[config.mk]
export PLATFORM = sky130hd
export DESIGN_NAME = tcfw_front_flat
export DESIGN_NICKNAME = d
export VERILOG_FILES = /design/src/rtl/text_console_frame_writer_assert.svh /design/src/rtl/tcfw_pkg.sv /design/src/rtl/tcfw_channels.sv /design/src/rtl/tcfw_front.sv /design/src/flat_wrapper.sv
export SDC_FILE = /design/constraint.sdc
export NUM_CORES = 1
export LEC_CHECK = 0
export BUFFER_PORTS_ARGS = -buffer_cell sky130_fd_sc_hd__buf_2
export CAP_MARGIN = 5
export CORE_MARGIN = 3
export CORE_UTILIZATION = 55
export CTS_BUF_LIST = sky130_fd_sc_hd__clkbuf_8
export CTS_CLUSTER_DIAMETER = 80
export CTS_CLUSTER_SIZE = 16
export DETAILED_ROUTE_END_ITERATION = 8
export PLACE_DENSITY = 0.77
export SETUP_SLACK_MARGIN = 0.2
export SYNTH_ARGS = -nofsm -noshare
export SYNTH_HDL_FRONTEND = slang
export SYNTH_SLANG_ARGS = --single-unit
[constraint.sdc]
create_clock -name clk -period 9.5 [get_ports clk]
set_clock_uncertainty 0.1 [all_clocks]
set_input_delay 0.95 -clock clk [delete_from_list [all_inputs] [get_ports clk]]
set_output_delay 0.95 -clock clk [all_outputs]
set_load 0.02 [all_outputs]
[src/rtl/text_console_frame_writer_assert.svh]
// ----------------------------------------------------------------------------
// text console frame writer assertion macros
// shared property forms for the console checks, sampled on clk, off in reset
// ----------------------------------------------------------------------------
`ifndef TEXT_CONSOLE_FRAME_WRITER_ASSERT_SVH
`define TEXT_CONSOLE_FRAME_WRITER_ASSERT_SVH

// same-cycle implication
`define TCFW_ASSERT_IMPL(lbl, ante, cons) \
  lbl: assert property (@(posedge clk) disable iff (!rst_n) (ante) |-> (cons)) \
    else $error("console check failed: same-cycle implication");

// next-cycle implication
`define TCFW_ASSERT_NEXT(lbl, ante, cons) \
  lbl: assert property (@(posedge clk) disable iff (!rst_n) (ante) |=> (cons)) \
    else $error("console check failed: next-cycle implication");

`endif

[src/rtl/tcfw_pkg.sv]
// ----------------------------------------------------------------------------
// tcfw_pkg
// geometry, codes and shared types of the text console frame writer
// ----------------------------------------------------------------------------
`timescale 1ns / 1ps

package tcfw_pkg;

  // screen geometry
  localparam int COLUMNS    = 80;
  localparam int ROWS       = 25;
  localparam int CELL_COUNT = COLUMNS * ROWS;
  localparam int LAST_ROW   = (ROWS - 1) * COLUMNS;
  localparam int ADDR_W     = $clog2(CELL_COUNT);
  localparam int COL_W      = $clog2(COLUMNS);

  // port field widths
  localparam int ACTION_W = 3;
  localparam int CHAR_W   = 8;
  localparam int NUM_W    = 16;
  localparam int CADDR_W  = 11;
  localparam int CUR_W    = 11;
  localparam int CELL_W   = 16;

  // decimal split: x / 10 == (x * 0xCCCD) >> 19 for any 16-bit x
  localparam int            DIGITS      = 5;
  localparam int            DIG_IDX_W   = 3;
  localparam logic [15:0]   DIV10_MUL   = 16'hCCCD;
  localparam int            DIV10_SHIFT = 19;

  localparam int QUEUE_DEPTH = 2;

  // cell contents
  localparam logic [7:0]        BLANK_ATTR   = 8'h07;
  localparam logic [7:0]        SPACE_CHAR   = 8'h20;
  localparam logic [7:0]        NEWLINE_CHAR = 8'h0A;
  localparam logic [7:0]        DIGIT_ZERO   = 8'h30;
  localparam logic [CELL_W-1:0] BLANK_CELL   = {BLANK_ATTR, SPACE_CHAR};

  // action codes on the input channel
  typedef enum logic [ACTION_W-1:0] {
    ACT_PUT_CHAR = 3'd0,
    ACT_PUT_DEC  = 3'd1,
    ACT_DELETE   = 3'd2,
    ACT_CLEAR    = 3'd3,
    ACT_PAINT    = 3'd4,
    ACT_READ     = 3'd5
  } act_t;

  // internal operation after classification
  typedef enum logic [2:0] {
    OP_CHAR,
    OP_DEC,
    OP_DEL,
    OP_CLEAR,
    OP_PAINT,
    OP_READ,
    OP_NOP
  } op_t;

  typedef enum logic [1:0] {
    FS_IDLE,
    FS_SPLIT,
    FS_PUSH
  } front_state_t;

  typedef enum logic [2:0] {
    BS_INIT,
    BS_IDLE,
    BS_DIGIT,
    BS_COPY,
    BS_BLANK,
    BS_FILL,
    BS_RESP
  } back_state_t;

  // classified command passed from front to back
  typedef struct packed {
    op_t                          op;
    logic [CHAR_W-1:0]            char_code;
    logic [7:0]                   color;
    logic [DIGITS-1:0][3:0]       digits;
    logic [DIG_IDX_W-1:0]         ndig;
    logic [ADDR_W-1:0]            addr;
    logic                         addr_ok;
  } cmd_t;

  typedef struct packed {
    logic full;
    logic empty;
  } q_stat_t;

  typedef struct packed {
    logic              we;
    logic [ADDR_W-1:0] waddr;
    logic [CELL_W-1:0] wdata;
    logic              re;
    logic [ADDR_W-1:0] raddr;
  } ram_req_t;

endpackage

[src/rtl/tcfw_channels.sv]
// ----------------------------------------------------------------------------
// tcfw channels
// valid/ready channel bundles for console items and results
// ----------------------------------------------------------------------------
`timescale 1ns / 1ps

interface tcfw_in_if;
  logic                           valid;
  logic                           ready;
  logic [tcfw_pkg::ACTION_W-1:0]  action;
  logic [tcfw_pkg::CHAR_W-1:0]    char_code;
  logic [7:0]                     color;
  logic [tcfw_pkg::NUM_W-1:0]     number;
  logic [tcfw_pkg::CADDR_W-1:0]   cell_address;

  modport source (output valid, action, char_code, color, number, cell_address,
                  input ready);
  modport sink   (input valid, action, char_code, color, number, cell_address,
                  output ready);
endinterface


[src/rtl/tcfw_front.sv]
// ----------------------------------------------------------------------------
// tcfw_front
// accepts items, classifies the action and splits numbers into decimal digits
// ----------------------------------------------------------------------------
`timescale 1ns / 1ps

module tcfw_front (
  input  logic              clk,
  input  logic              rst_n,
  tcfw_in_if.sink           in_item,
  input  logic              init_done,
  input  tcfw_pkg::q_stat_t q_stat,
  output logic              push,
  output tcfw_pkg::cmd_t    push_cmd
);

  tcfw_pkg::front_state_t                state_r, state_nxt;
  tcfw_pkg::cmd_t                        cmd_r, cmd_nxt;
  logic [tcfw_pkg::NUM_W-1:0]            num_r, num_nxt;
  logic [tcfw_pkg::DIG_IDX_W-1:0]        cnt_r, cnt_nxt;

  logic [31:0]                           prod;
  logic [tcfw_pkg::NUM_W-1:0]            quot;
  logic [tcfw_pkg::NUM_W-1:0]            rem;
  logic [tcfw_pkg::ADDR_W+tcfw_pkg::CADDR_W-1:0] addr_ext;

  // one decimal digit per cycle: quotient by reciprocal, remainder by shift-subtract
  assign prod = {16'b0, num_r} * {16'b0, tcfw_pkg::DIV10_MUL};
  assign quot = tcfw_pkg::NUM_W'(prod >> tcfw_pkg::DIV10_SHIFT);
  assign rem  = num_r - (quot << 3) - (quot << 1);

  assign addr_ext = {{tcfw_pkg::ADDR_W{1'b0}}, in_item.cell_address};

  assign push_cmd = cmd_r;

  // state registers
  always_ff @(posedge clk) begin
    if (!rst_n) begin
      state_r <= tcfw_pkg::FS_IDLE;
    end else begin
      state_r <= state_nxt;
    end
  end

  always_ff @(posedge clk) begin
    cmd_r <= cmd_nxt;
    num_r <= num_nxt;
    cnt_r <= cnt_nxt;
  end

  // next state and outputs
  always_comb begin
    state_nxt     = state_r;
    cmd_nxt       = cmd_r;
    num_nxt       = num_r;
    cnt_nxt       = cnt_r;
    push          = 1'b0;
    in_item.ready = (state_r == tcfw_pkg::FS_IDLE) && init_done;

    case (state_r)
      tcfw_pkg::FS_IDLE: begin
        if (in_item.valid && in_item.ready) begin
          cmd_nxt.char_code = in_item.char_code;
          cmd_nxt.color     = in_item.color;
          cmd_nxt.digits    = '0;
          cmd_nxt.ndig      = '0;
          cmd_nxt.addr      = addr_ext[tcfw_pkg::ADDR_W-1:0];
          cmd_nxt.addr_ok   = (32'(in_item.cell_address) < 32'(tcfw_pkg::CELL_COUNT));
          num_nxt           = in_item.number;
          cnt_nxt           = '0;
          state_nxt         = tcfw_pkg::FS_PUSH;
          case (in_item.action)
            tcfw_pkg::ACT_PUT_CHAR: cmd_nxt.op = tcfw_pkg::OP_CHAR;
            tcfw_pkg::ACT_PUT_DEC: begin
              cmd_nxt.op = tcfw_pkg::OP_DEC;
              state_nxt  = tcfw_pkg::FS_SPLIT;
            end
            tcfw_pkg::ACT_DELETE:   cmd_nxt.op = tcfw_pkg::OP_DEL;
            tcfw_pkg::ACT_CLEAR:    cmd_nxt.op = tcfw_pkg::OP_CLEAR;
            tcfw_pkg::ACT_PAINT:    cmd_nxt.op = tcfw_pkg::OP_PAINT;
            tcfw_pkg::ACT_READ:     cmd_nxt.op = tcfw_pkg::OP_READ;
            default:                cmd_nxt.op = tcfw_pkg::OP_NOP;
          endcase
        end
      end

      // digits are stored least significant first
      tcfw_pkg::FS_SPLIT: begin
        cmd_nxt.digits[cnt_r] = rem[3:0];
        num_nxt               = quot;
        cnt_nxt               = cnt_r + 1'b1;
        if (quot == '0 || cnt_r == tcfw_pkg::DIG_IDX_W'(tcfw_pkg::DIGITS - 1)) begin
          cmd_nxt.ndig = cnt_r + 1'b1;
          state_nxt    = tcfw_pkg::FS_PUSH;
        end
      end

      tcfw_pkg::FS_PUSH: begin
        if (!q_stat.full) begin
          push      = 1'b1;
          state_nxt = tcfw_pkg::FS_IDLE;
        end
      end

      default: state_nxt = tcfw_pkg::FS_IDLE;
    endcase
  end

endmodule

[src/flat_wrapper.sv]
// flat-port wrapper written by rule: the top's interface ports become plain ports
module tcfw_front_flat 
  (clk, rst_n, init_done, q_stat, push, push_cmd, in_item_valid, in_item_action, in_item_char_code, in_item_color, in_item_number, in_item_cell_address, in_item_ready);
  tcfw_in_if in_item_i ();
  input  logic clk;
  input  logic rst_n;
  input  logic init_done;
  input  tcfw_pkg::q_stat_t q_stat;
  output logic push;
  output tcfw_pkg::cmd_t push_cmd;
  input wire logic [$bits(in_item_i.valid)-1:0] in_item_valid;
  input wire logic [$bits(in_item_i.action)-1:0] in_item_action;
  input wire logic [$bits(in_item_i.char_code)-1:0] in_item_char_code;
  input wire logic [$bits(in_item_i.color)-1:0] in_item_color;
  input wire logic [$bits(in_item_i.number)-1:0] in_item_number;
  input wire logic [$bits(in_item_i.cell_address)-1:0] in_item_cell_address;
  output wire logic [$bits(in_item_i.ready)-1:0] in_item_ready;
  assign in_item_i.valid = in_item_valid;
  assign in_item_i.action = in_item_action;
  assign in_item_i.char_code = in_item_char_code;
  assign in_item_i.color = in_item_color;
  assign in_item_i.number = in_item_number;
  assign in_item_i.cell_address = in_item_cell_address;
  assign in_item_ready = in_item_i.ready;
  tcfw_front u_core (.clk(clk), .rst_n(rst_n), .in_item(in_item_i), .init_done(init_done), .q_stat(q_stat), .push(push), .push_cmd(push_cmd));
endmodule
After elaboration in Yosys (flattened, before gate mapping)

Cells that the tools add are included.

Register bits: 75
Input port bits: 52
Output and inout bits: 56
Word-level logic and storage cells: 62

Add/sub/neg operators: 3
$mul: 1
Order comparisons: 3
Eq/ne operators: 11
Multiplexer cells: 18
Reductions and logical operators: 12

Operators with widths:

| cell                                                       | number |
|---|---|
| case mux 23 bit (2 select lines)                           | 1 |
| two-way mux 35 bit                                         | 1 |
| multiplier 16 x 16 -> 32 bit, second input constant        | 1 |
| case mux 16 bit (2 select lines)                           | 1 |
| bitwise mux 20 bit                                         | 1 |
| case mux 3 bit (6 select lines)                            | 1 |
| logical NOT 16 bit                                         | 1 |
| two-way mux 16 bit                                         | 1 |
| demux 4 bit (select 3 bit)                                 | 1 |
| less-than comparator 11 bit, second input constant         | 1 |
| equality test 3 bit, second input constant                 | 3 |
| two-way mux 2 bit                                          | 4 |
| subtractor 4 bit                                           | 2 |
| equality test 3 x 2 -> 1 bit, second input constant        | 2 |
| two-way mux 3 bit                                          | 2 |
| case mux 2 bit (3 select lines)                            | 1 |
| case mux 3 bit (2 select lines)                            | 1 |
| AND reduction 3 bit                                        | 2 |
| less-than comparator 3 x 4 -> 1 bit, second input constant | 1 |
| two-way mux 4 bit                                          | 1 |
| inequality test 2 bit, second input constant               | 2 |
| AND reduction 2 bit                                        | 2 |
| adder 3 x 1 -> 3 bit, second input constant                | 1 |
| equality test 3 x 1 -> 1 bit, second input constant        | 1 |
| other kinds (10)                                           | 13 |

Longest topological paths before layout

Gate-level depths: netlist (run 1).

Depth in word-level cells: 6
Mapped depth: 23
Gate-level depth less buffers: 23

Worst setup path before layout (run 1)

OpenSTA, ideal clock, no wires.

Path type: reg-to-reg
Start point: reg u_core.num_r[3] in the netlist's numbering
End point: reg u_core.cmd_r (netlist bit u_core.push_cmd[12]) (enable)
Library setup time: 0.331 ns
Data arrival time: 5.811 ns
Setup slack: 3.258 ns
Cell stages (with the launch flop): 21
Period minus slack after synthesis: 6.242 ns
Cells stage by stage: edfxtp_1 > ha_1 > inv_1 > fa_1 > inv_1 > fa_1 > fa_1 > fa_1 > inv_1 > fa_1 > inv_1 > ha_1 > and4_4 > and4_1 > o311ai_1 > o21ai_2 > a31o_1 > a311o_1 > nand2b_1 > or4_4 > o22ai_1

Longest elaborated chain between the ends: 5

Ends and longest elaborated chain:

| item                                            | line             | text |
|---|---|---|
| start, declared                                 | tcfw_front.sv:19 | `logic [tcfw_pkg::NUM_W-1:0] num_r, num_nxt;` |
| start signal, assigned                          | tcfw_front.sv:47 | `num_r <= num_nxt;` |
| multiplier 16 x 16 -> 32 bit                    | tcfw_front.sv:28 | `assign prod = {16'b0, num_r} * {16'b0, tcfw_pkg::DIV10_MUL};` |
| logical NOT 16 bit                              | tcfw_front.sv:92 | `if (quot == '0 \|\| cnt_r == tcfw_pkg::DIG_IDX_W'(tcfw_pkg::DIGITS - 1)) begin` |
| logical OR 1 bit                                | tcfw_front.sv:92 |  |
| inequality test 2 x 1 -> 1 bit (no source line) | --               |  |
| AND reduction 3 bit (no source line)            | --               |  |
| end signal, assigned                            | tcfw_front.sv:46 | `cmd_r <= cmd_nxt;` |
| end, declared                                   | tcfw_front.sv:18 | `tcfw_pkg::cmd_t cmd_r, cmd_nxt;` |

No other way between the ends.
A chain may end at the register's enable or synchronous reset.

Worst setup path in the final report (run 1)

Start point: reg u_core.num_r[2] in the netlist's numbering
End point: reg u_core.cmd_r (netlist bit u_core.push_cmd[13]) (enable)

The elaborated chain is that of the path after synthesis.

==> impl_metrics.py, run 1 <==
metrics = {
    "clock_tree": {
        "insertion_delay_ns": 0.35,
        "htree_levels": 3,
        "cts_hold_buf": 0,
        "numCtsBuffers": 9,
        "ctsRootBufferMaster": "clkbuf_8",
        "cts_tree": "built",
        "cts_setup_buffers": 0,
        "path_clk_slew_ns": 0.08,
        "cts.repair.resized": 0,
        "clkSinkCount": 75,
        "clockBufferDepth": 2,
    },
    "synthesis": {
        "synth_cells": 719,
        "synth.avg_cell_area_sq_um": 10.7,
        "synth_seq_cells": 75,
        "ys_async_sr_fraction_pct": 0,
        "synth_cell_types": 56,
        "syn_nets": 986,
        "ys_seq_area_share_pct": 29.0,
        "synthFlopType": "edfxtp_1",
        "yosys_warnings": 0,
        "syn-cell-area_sq_um": 7700,
        "synth_edf_count": 73,
    },
    "routing": {
        "postRouteAntennaNets": 0,
        "drc": 0,
        "routed_via_density": 5.49,
        "avgRoutedWirePerCell_um": 18.1,
        "drt-pass1-iter-count": 7,
        "drt_iter0_drc": 395,
        "dr_total_vias": 5526,
        "routed_wl_um": 18200,
    },
    "worst_setup_path": {
        "r2r_start": "u_core.num_r[2]",
        "cp-end-kind": "flop",
        "rrSetupSlack_ns": 2.57,
        "r2r_cells": 20,
        "cp_cell_sequence": "ha_1 > inv_1 > fa_1 > inv_1 > fa_1 > fa_1 > fa_1 > inv_1 > fa_1 > inv_1 > ha_1 > a21oi_1 > o211ai_1 > o2111ai_1 > o211ai_1 > a41oi_1 > xor2_1 > nand3_1 > or4_4 > o22ai_1",
        "worstPathArrival_ns": 6.85,
        "start_kind": "flop",
        "r2r_end": "u_core.push_cmd[13]",
        "crit_required_ns": 9.42,
        "slowest_stage": "edfxtp_1",
        "crit_path_max_incr_delay_ns": 0.56,
        "crit_fanout": 6,
        "critPathMostFrequentCell": "fa_1",
        "crit_type": "flop to flop",
    },
    "die": {
        "start_util_pct": 57.2,
        "core_area_sq_um": 13500,
        "ioPinCount": 108,
        "dieArea_sq_um": 15500,
        "die_w_um": 124,
        "die_h_um": 124,
        "rows": 42,
    },
    "timing": {
        "fmax_ghz": 0.144,
        "min_period_ns": 6.93,
        "finalCritPeriodShare_pct": 73.0,
        "slew_headroom_pct": 17.7,
        "setup_viol": 0,
        "rsz0062_at_grt": "false",
        "finalSetupTns_ns": 0,
        "worst_slew_pin_slew_ns": 1.23,
        "finalHoldViolCount": 0,
        "finalMaxSlewViolations": 0,
    },
    "hold_path": {
        "hold_start": "u_core.cnt_r[0]",
        "holdPathStages": 1,
        "min_path_type": "flop to flop",
        "min_to": "u_core.cnt_r[0]",
    },
    "placed_design": {
        "dp_hpwl_um": 15500,
        "place_congestion": 0.970,
        "numPortBuffers": 106,
    },
    "final_layout": {
        "nets": 1093,
        "area_growth_pct": 12.0,
        "final_layout_size_suffix_gt1_share_pct": 16.0,
        "diodes": 0,
    },
    "outcome": {
        "outcome": "completed",
    },
    "global_routing": {
        "first_global_vias": 6119,
        "antenna_found_initial": 1,
        "grt_first_pass_wirelength_um": 30700,
        "grt_max_degree": 40,
        "track_usage_pct": 24.7,
        "grt.overflow.total": 0,
    },
    "flow_run": {
        "drv_cap": 0,
    },
}
state kept, by name, summed over array words and instances, names as in the netlist:
signal,count
u_core.cnt_r,3
u_core.num_r,16
u_core.push_cmd,54
u_core.state_r,2
metal layers:
metal  vias up  part of all wire, %  global-route usage (%)
met5         -                0.071                       0
met2       211                   51                    42.4
li1       2605                    -                       -
met3        40                  6.0                    5.40
met1      2668                   40                    31.0
met4         2                  2.9                    8.25
critical path, delay by kind of cell (launching register included):
kind	cells	cell delay, ns
DFF	1	0.56
buffers and inverters	4	0.29
and+or+nand+nor	2	0.63
adders and majority gates	7	3.47
xor gates and xnor gates	1	0.26
AOI/OAI and AO/OA	6	1.29
worst max-delay path by stage:
stage / startpoint / endpoint / slack, ns / depth (start not counted)
after floorplan: u_core.num_r[3] / u_core.push_cmd[12] / 3.26 / 20
after detailed placement: u_core.num_r[3] / u_core.push_cmd[12] / 2.62 / 20
final: u_core.num_r[2] / u_core.push_cmd[13] / 2.57 / 20
after global placement: u_core.num_r[3] / u_core.push_cmd[12] / 2.66 / 20
after global routing: u_core.num_r[3] / u_core.push_cmd[14] / 2.30 / 20
after CTS: u_core.num_r[3] / u_core.push_cmd[13] / 2.57 / 20
Yosys cell counts (2+ instances only):
cell type  count  area share (%)
o21ai_0       24             1.6
o211ai_1       4            0.39
ha_1         136              22
nor2_1        35             1.7
inv_1        173             8.4
a21oi_1       24             1.6
nand3_1        8            0.52
a21oi_2        2            0.23
mux2_2         3            0.44
and3_1         5            0.41
o221ai_1       3            0.34
a211oi_1       4            0.39
nand4_1        3            0.24
and2_1         6            0.49
fa_1          79              21
nor2b_1        2            0.16
dfxtp_1        2            0.52
edfxtp_1      73              28
nor3b_1        2            0.19
nand2_1       36             1.8
and4_1         2            0.23
nand2b_1       2            0.16
o21a_1         2            0.19
xor2_1        14             1.6
clkbuf_1       8            0.39
o2111ai_1      3            0.34
nor3_1         5            0.32
a21boi_0       2            0.19
xnor2_1       12             1.4
o22ai_1        4            0.32
a31o_1         2            0.23
or3_1          3            0.24
or4_1          4            0.39
a21o_1         9            0.88
a211o_1        2            0.23
cells by family (layout without fill, tap and decap cells):
| logic type | after synthesis | count (layout) | synth area share (%) |
|---|---|---|---|
| fa+ha+maj | 215 | 215 | 42.6 |
| buf+inv | 183 | 295 | 8.94 |
| xor+xnor | 27 | 27 | 3.17 |
| simple gates | 120 | 120 | 7.64 |
| mux | 3 | 3 | 0.439 |
| compound gates | 96 | 96 | 8.19 |
| flops | 75 | 75 | 29.0 |
layout make-up:
type                       count  area (sq um)
clock buffer                   9           124
inverter                     173           649
sequential                    75          2230
tap                          176           220
clock inverter                 7          90.1
timing repair buffer         106           531
multi-input combinational    461          4780
fill                        1107          4830
layout by cell type (no fill, tap or decap), types with 5 or more instances in the layout:
master	Yosys	final
nor2_1	35	35
and3_1	5	5
buf_2	1	106
inv_1	173	173
fa_1	79	79
nand2_1	36	36
ha_1	136	136
nor3_1	5	5
clkbuf_8	0	9
xnor2_1	12	12
and2_1	6	6
nand3_1	8	8
edfxtp_1	73	73
a21oi_1	24	24
xor2_1	14	14
o21ai_0	24	24
a21o_1	9	9
metrics by stage:
step           setup slack (ns)  instance area [sq um]  utilization [%]  std cells  hold WS, ns
2_1_floorplan              3.26                   7700                -        719        0.511
3_3_place_gp               2.66                   8410             62.5        991        0.550
3_5_place_dp               2.62                   8410             62.5        991        0.574
4_1_cts                    2.57                   8630             64.1       1007        0.596
5_1_grt                    2.30                   8630             64.1       1007        0.643
6_report                   2.57                   8630             64.1       1007        0.601
Power of run 1 is not shown: default switching activity piles up to over one toggle a cycle in this logic, so the estimate is an artifact.
==> inputs of run 2 (changes only) <==
PLACE_DENSITY = 0.8   (was 0.77)
clock period = 5.6 ns   (was 9.5 ns; I/O delays follow)
==> run 2 against run 1 <==
  * The run now ends with setup timing left
  * Sequential share of layout area shrank 4.5 points
  * Final cell count grew 14%
  * Non-clock buffer count grew 140
  * Via count grew 23%
  * Worst setup slack lost 3.3 ns
  * Hold slack lost 0.34 ns
  * First-iteration DRC count grew 76%
  * Die area is the same
  * Global-route usage grew 6.4 points
  * Sequential cell count is the same
  * Routed wire length grew 45%
  * Register-to-register slack lost 3.3 ns
  * Critical path type unchanged
  * Highest routed layer is now met4
==> impl_metrics.py, run 2 (synthesis results as in run 1) <==
metrics = {
    "routing": {
        "drt_iter0_drc": 697,
        "wl_met1_um": 9060,
        "highest_layer": "met4",
        "drt-pass1-iter-count": 6,
        "wl_met2_um": 12800,
        "routed_via_density": 5.92,
        "wl_met3_um": 2410,
        "dr_total_vias": 6786,
        "routed_wl_um": 26400,
        "postRouteAntennaNets": 0,
        "avgRoutedWirePerCell_um": 23.0,
        "drc": 0,
    },
    "global_routing": {
        "grt.overflow.total": 0,
        "antenna_found_initial": 0,
        "first_global_vias": 7103,
        "grt_max_degree": 40,
        "track_usage_pct": 31.0,
        "grt_first_pass_wirelength_um": 37700,
    },
    "hold_path": {
        "min_path_type": "input pin to flop",
    },
    "placed_design": {
        "dp_slack_ns": -0.547,
        "placed_cells": 1095,
        "dp_hpwl_um": 17200,
        "place_congestion": 0.964,
        "numPortBuffers": 106,
    },
    "die": {
        "start_util_pct": 57.2,
        "core_area_sq_um": 13500,
        "dieArea_sq_um": 15500,
        "rows": 42,
        "die_w_um": 124,
        "ioPinCount": 108,
        "die_h_um": 124,
    },
    "timing": {
        "finalSetupTns_ns": -12.66,
        "setup_viol": 28,
        "fmax_ghz": 0.157,
        "finalMaxSlewViolations": 0,
        "finalHoldViolCount": 0,
        "rsz0062_at_grt": "true",
        "layout_setup_ws_ns": -0.762,
        "finalCritPeriodShare_pct": 114,
        "min_period_ns": 6.36,
        "slew_headroom_pct": 16.7,
        "worst_slew_pin_slew_ns": 1.25,
    },
    "clock_tree": {
        "cts_hold_buf": 0,
        "path_clk_slew_ns": 0.10,
        "insertion_delay_ns": 0.38,
        "numCtsBuffers": 9,
        "clockBufferDepth": 2,
        "cts_tree": "built",
        "ctsRootBufferMaster": "clkbuf_8",
        "htree_levels": 3,
        "clkSinkCount": 75,
    },
    "final_layout": {
        "fin_cells": 1147,
        "diodes": 0,
        "final_common_cell": "inv_1",
        "largest_register_ffs": 54,
        "final_cell_mix": "inv_1 (156), buf_4 (125), ha_1 (107)",
        "final_layout_size_suffix_gt1_share_pct": 38.9,
        "fill_cells": 757,
        "nets": 1233,
        "area_growth_pct": 35.6,
    },
    "outcome": {
        "outcome": "complete, but fails checks",
        "violations": "setup timing",
    },
    "worst_setup_path": {
        "crit_type": "flop to flop",
        "crit_required_ns": 5.56,
        "crit_fanout": 4,
        "worstPathArrival_ns": 6.32,
        "start_kind": "flop",
        "cp-end-kind": "flop",
    },
    "flow_run": {
        "drv_cap": 0,
    },
}
[run 2: cell count changes in the layout (fill, tap and decap cells not counted), moves of 7 or more]
cell	before	now
a21oi_1	24	15
buf_6	0	15
nor2_2	0	7
buf_4	0	125
inv_2	0	16
ha_4	0	25
inv_1	173	156
a21oi_2	2	9
nor2_1	35	28
o21ai_0	24	8
ha_1	136	107
o21ai_1	1	11
[run 2: metal layers]
metal	up-vias	global-route usage, %
li1	2888	-
met1	3197	37.1
met2	525	53.2
met3	176	6.05
met4	0	16.1
met5	-	0
[run 2: critical path, cell delays in order (launching register included)]
cell and delay [ns]:
edfxtp_1 0.51, ha_1 0.37, inv_2 0.07, fa_1 0.49, inv_1 0.06, fa_1 0.47, fa_2 0.56, fa_1 0.44
fa_1 0.55, ha_4 0.22, buf_6 0.14, a21oi_4 0.18, o21ai_0 0.15, a21oi_2 0.20, o21ai_4 0.12, buf_6 0.15
a311oi_2 0.26, a311o_1 0.21, nand2b_1 0.10, or4_4 0.55, o22ai_4 0.16
[run 2: per-stage QoR]
stage / utilization (%) / hold slack [ns] / area (sq um)
6_report: 77.6 / 0.263 / 10400
2_1_floorplan: - / 0.511 / 7880
3_3_place_gp: 69.6 / 0.548 / 9370
5_1_grt: 77.6 / 0.245 / 10400
3_5_place_dp: 69.6 / 0.546 / 9370
4_1_cts: 75.1 / 0.256 / 10100
[run 2: repair_timing]
action,in CTS,in global routing
buffers inserted,25,11
pin swaps,46,34
resized for setup,80,57
endpoints found under the setup margin,32,33
hold endpoints to repair,0,0
[run 2: area by class of cell]
class	instances	area, sq um	share of cell area (%)
multi-input combinational	461	5500	52.7
inverter	173	652	6.24
timing repair buffer	246	1640	15.7
sequential	75	2230	21.4
clock inverter	7	73.8	0.707
clock buffer	9	124	1.19
tap	176	220	2.11
[run 2: final timing paths]
check                     startpoint                  end  slack [ns]  cells past startpoint
max                  u_core.num_r[7]  u_core.push_cmd[13]       -0.76                     20
min          in_item_cell_address[1]   u_core.push_cmd[2]        0.26                      1
max reg2reg          u_core.num_r[7]  u_core.push_cmd[13]       -0.76                     20
min reg2reg          u_core.cnt_r[0]      u_core.cnt_r[0]        0.57                      1
Power of run 2 is left out for the same reason.
==> inputs of run 3 (changes only) <==
CORE_MARGIN = unset   (was 3)
CORE_UTILIZATION = 50   (was 55)
PLACE_DENSITY = 0.83   (was 0.8)
==> run 3 against run 2 <==
  * The run still ends with setup timing left
  * Routed wire length rose by 0.60%
  * Highest routed layer unchanged
  * First-iteration DRC count rose by 4.2%
  * Critical path type unchanged
  * Die area rose by 2.9%
  * Register-to-register slack got worse by 0.11 ns
  * Fmax fell by 1.6%
  * Global-route usage rose by 2.1 points
  * Hold slack got worse by 0.016 ns
==> impl_metrics.py, run 3 (synthesis results as in run 1) <==
metrics = {
    "worst_setup_path": {
        "rrSetupSlack_ns": -0.87,
        "cp-end-kind": "flop",
        "start_kind": "flop",
        "r2r_end": "u_core.push_cmd[13]",
        "crit_fanout": 3,
        "worstPathArrival_ns": 6.45,
        "crit_required_ns": 5.58,
        "crit_type": "flop to flop",
        "r2r_start": "u_core.num_r[2]",
        "r2r_cells": 20,
    },
    "hold_path": {
        "holdPathStages": 1,
        "min_path_type": "input pin to flop",
        "min_to": "u_core.push_cmd[50]",
        "hold_start": "in_item_char_code[7]",
    },
    "timing": {
        "fmax_ghz": 0.155,
        "min_period_ns": 6.47,
        "rsz0062_at_grt": "true",
        "finalHoldViolCount": 0,
        "finalMaxSlewViolations": 0,
        "finalCritPeriodShare_pct": 116,
        "worst_slew_pin_slew_ns": 1.20,
        "setup_viol": 31,
        "slew_headroom_pct": 19.6,
        "layout_setup_ws_ns": -0.868,
    },
    "routing": {
        "drt-pass1-iter-count": 6,
        "routed_wl_um": 26600,
        "drt_iter0_drc": 726,
        "dr_total_vias": 6894,
        "postRouteAntennaNets": 0,
        "routed_via_density": 5.94,
        "avgRoutedWirePerCell_um": 22.9,
        "drc": 0,
    },
    "clock_tree": {
        "numCtsBuffers": 9,
        "ctsRootBufferMaster": "clkbuf_8",
        "cts_tree": "built",
        "path_clk_slew_ns": 0.10,
        "clkSinkCount": 75,
        "htree_levels": 3,
        "insertion_delay_ns": 0.39,
        "clockBufferDepth": 2,
    },
    "global_routing": {
        "top_usage_layer": "met2",
        "antenna_found_initial": 0,
        "track_usage_pct": 33.1,
        "grt_max_degree": 40,
        "gr-usage-met3_pct": 6.37,
        "grt_first_pass_wirelength_um": 39200,
        "use_met1_pct": 38.7,
        "first_global_vias": 7247,
        "grt.overflow.total": 0,
        "use_met2_pct": 57.4,
    },
    "final_layout": {
        "final_cell_mix": "inv_1 (154), buf_4 (130), buf_2 (106)",
        "nets": 1238,
        "fin_cells": 1160,
        "diodes": 0,
        "final_layout_size_suffix_gt1_share_pct": 40.4,
        "final_common_cell": "inv_1",
        "largest_register_ffs": 54,
        "area_growth_pct": 37.0,
    },
    "die": {
        "ioPinCount": 108,
        "die_h_um": 126,
        "dieArea_sq_um": 15900,
        "start_util_pct": 52.2,
        "die_w_um": 126,
        "core_area_sq_um": 14800,
        "rows": 44,
    },
    "outcome": {
        "outcome": "complete, but fails checks",
        "violations": "setup timing",
    },
    "placed_design": {
        "numPortBuffers": 106,
        "placed_cells": 1110,
        "place_congestion": 0.972,
        "dp_hpwl_um": 17800,
    },
    "flow_run": {
        "drv_cap": 0,
    },
}
[run 3: cell type report]
type	count	area (sq um)
repair buffers	251	1680
multi-input cells	461	5570
flip-flops and latches	75	2230
fillers	893	4210
inverters	173	652
well taps	184	230
clock buffers	9	124
clock inverters	7	70.1
[run 3: timing repair]
action / CTS / global route
gates cloned: 0 / 0
buffers inserted: 25 / 9
resized for setup: 85 / 56
hold buffers: 0 / 0
setup endpoints to repair: 32 / 33
pin swaps: 54 / 29
[run 3: critical path, stage by stage, from the launching register on]
cell,delay (ns)
edfxtp_1,0.50
ha_4,0.33
inv_2,0.06
fa_1,0.53
inv_1,0.06
fa_1,0.52
fa_1,0.44
fa_1,0.51
inv_2,0.05
fa_2,0.58
inv_2,0.06
ha_4,0.27
and4_4,0.23
and4_1,0.20
o311ai_2,0.13
o21ai_2,0.23
a31o_1,0.23
a311o_1,0.26
nand2b_1,0.11
or4_4,0.55
o22ai_4,0.21
[run 3: worst max-delay path by stage]
stage                          start             endpoint  cells after the start
finish               u_core.num_r[2]  u_core.push_cmd[13]                     20
global route         u_core.num_r[2]  u_core.push_cmd[13]                     20
CTS                  u_core.num_r[2]  u_core.push_cmd[13]                     21
detailed placement   u_core.num_r[5]  u_core.push_cmd[12]                     18
global placement    u_core.num_r[10]  u_core.push_cmd[12]                     19
floorplan            u_core.num_r[3]  u_core.push_cmd[12]                     20
[run 3: per-layer routing]
metal  part of all wire, %  vias up
met5                     0        -
met4                   7.4        0
met3                   8.5      177
met2                    49      496
met1                    35     3324
li1                      -     2897
[run 3: per-stage QoR]
step                instance area [sq um]  utilization (%)  hold WS [ns]  setup slack [ns]  setup TNS [ns]
global route                        10500             71.5         0.240            -0.908          -15.90
finish                              10500             71.5         0.247            -0.868          -13.55
floorplan                            7880                -         0.511            -0.298           -1.10
global placement                     9430             63.9         0.539            -0.518           -6.96
CTS                                 10200             69.5         0.255            -0.460           -4.95
detailed placement                   9430             63.9         0.560            -0.644           -9.51
Power of run 3 is left out for the same reason.
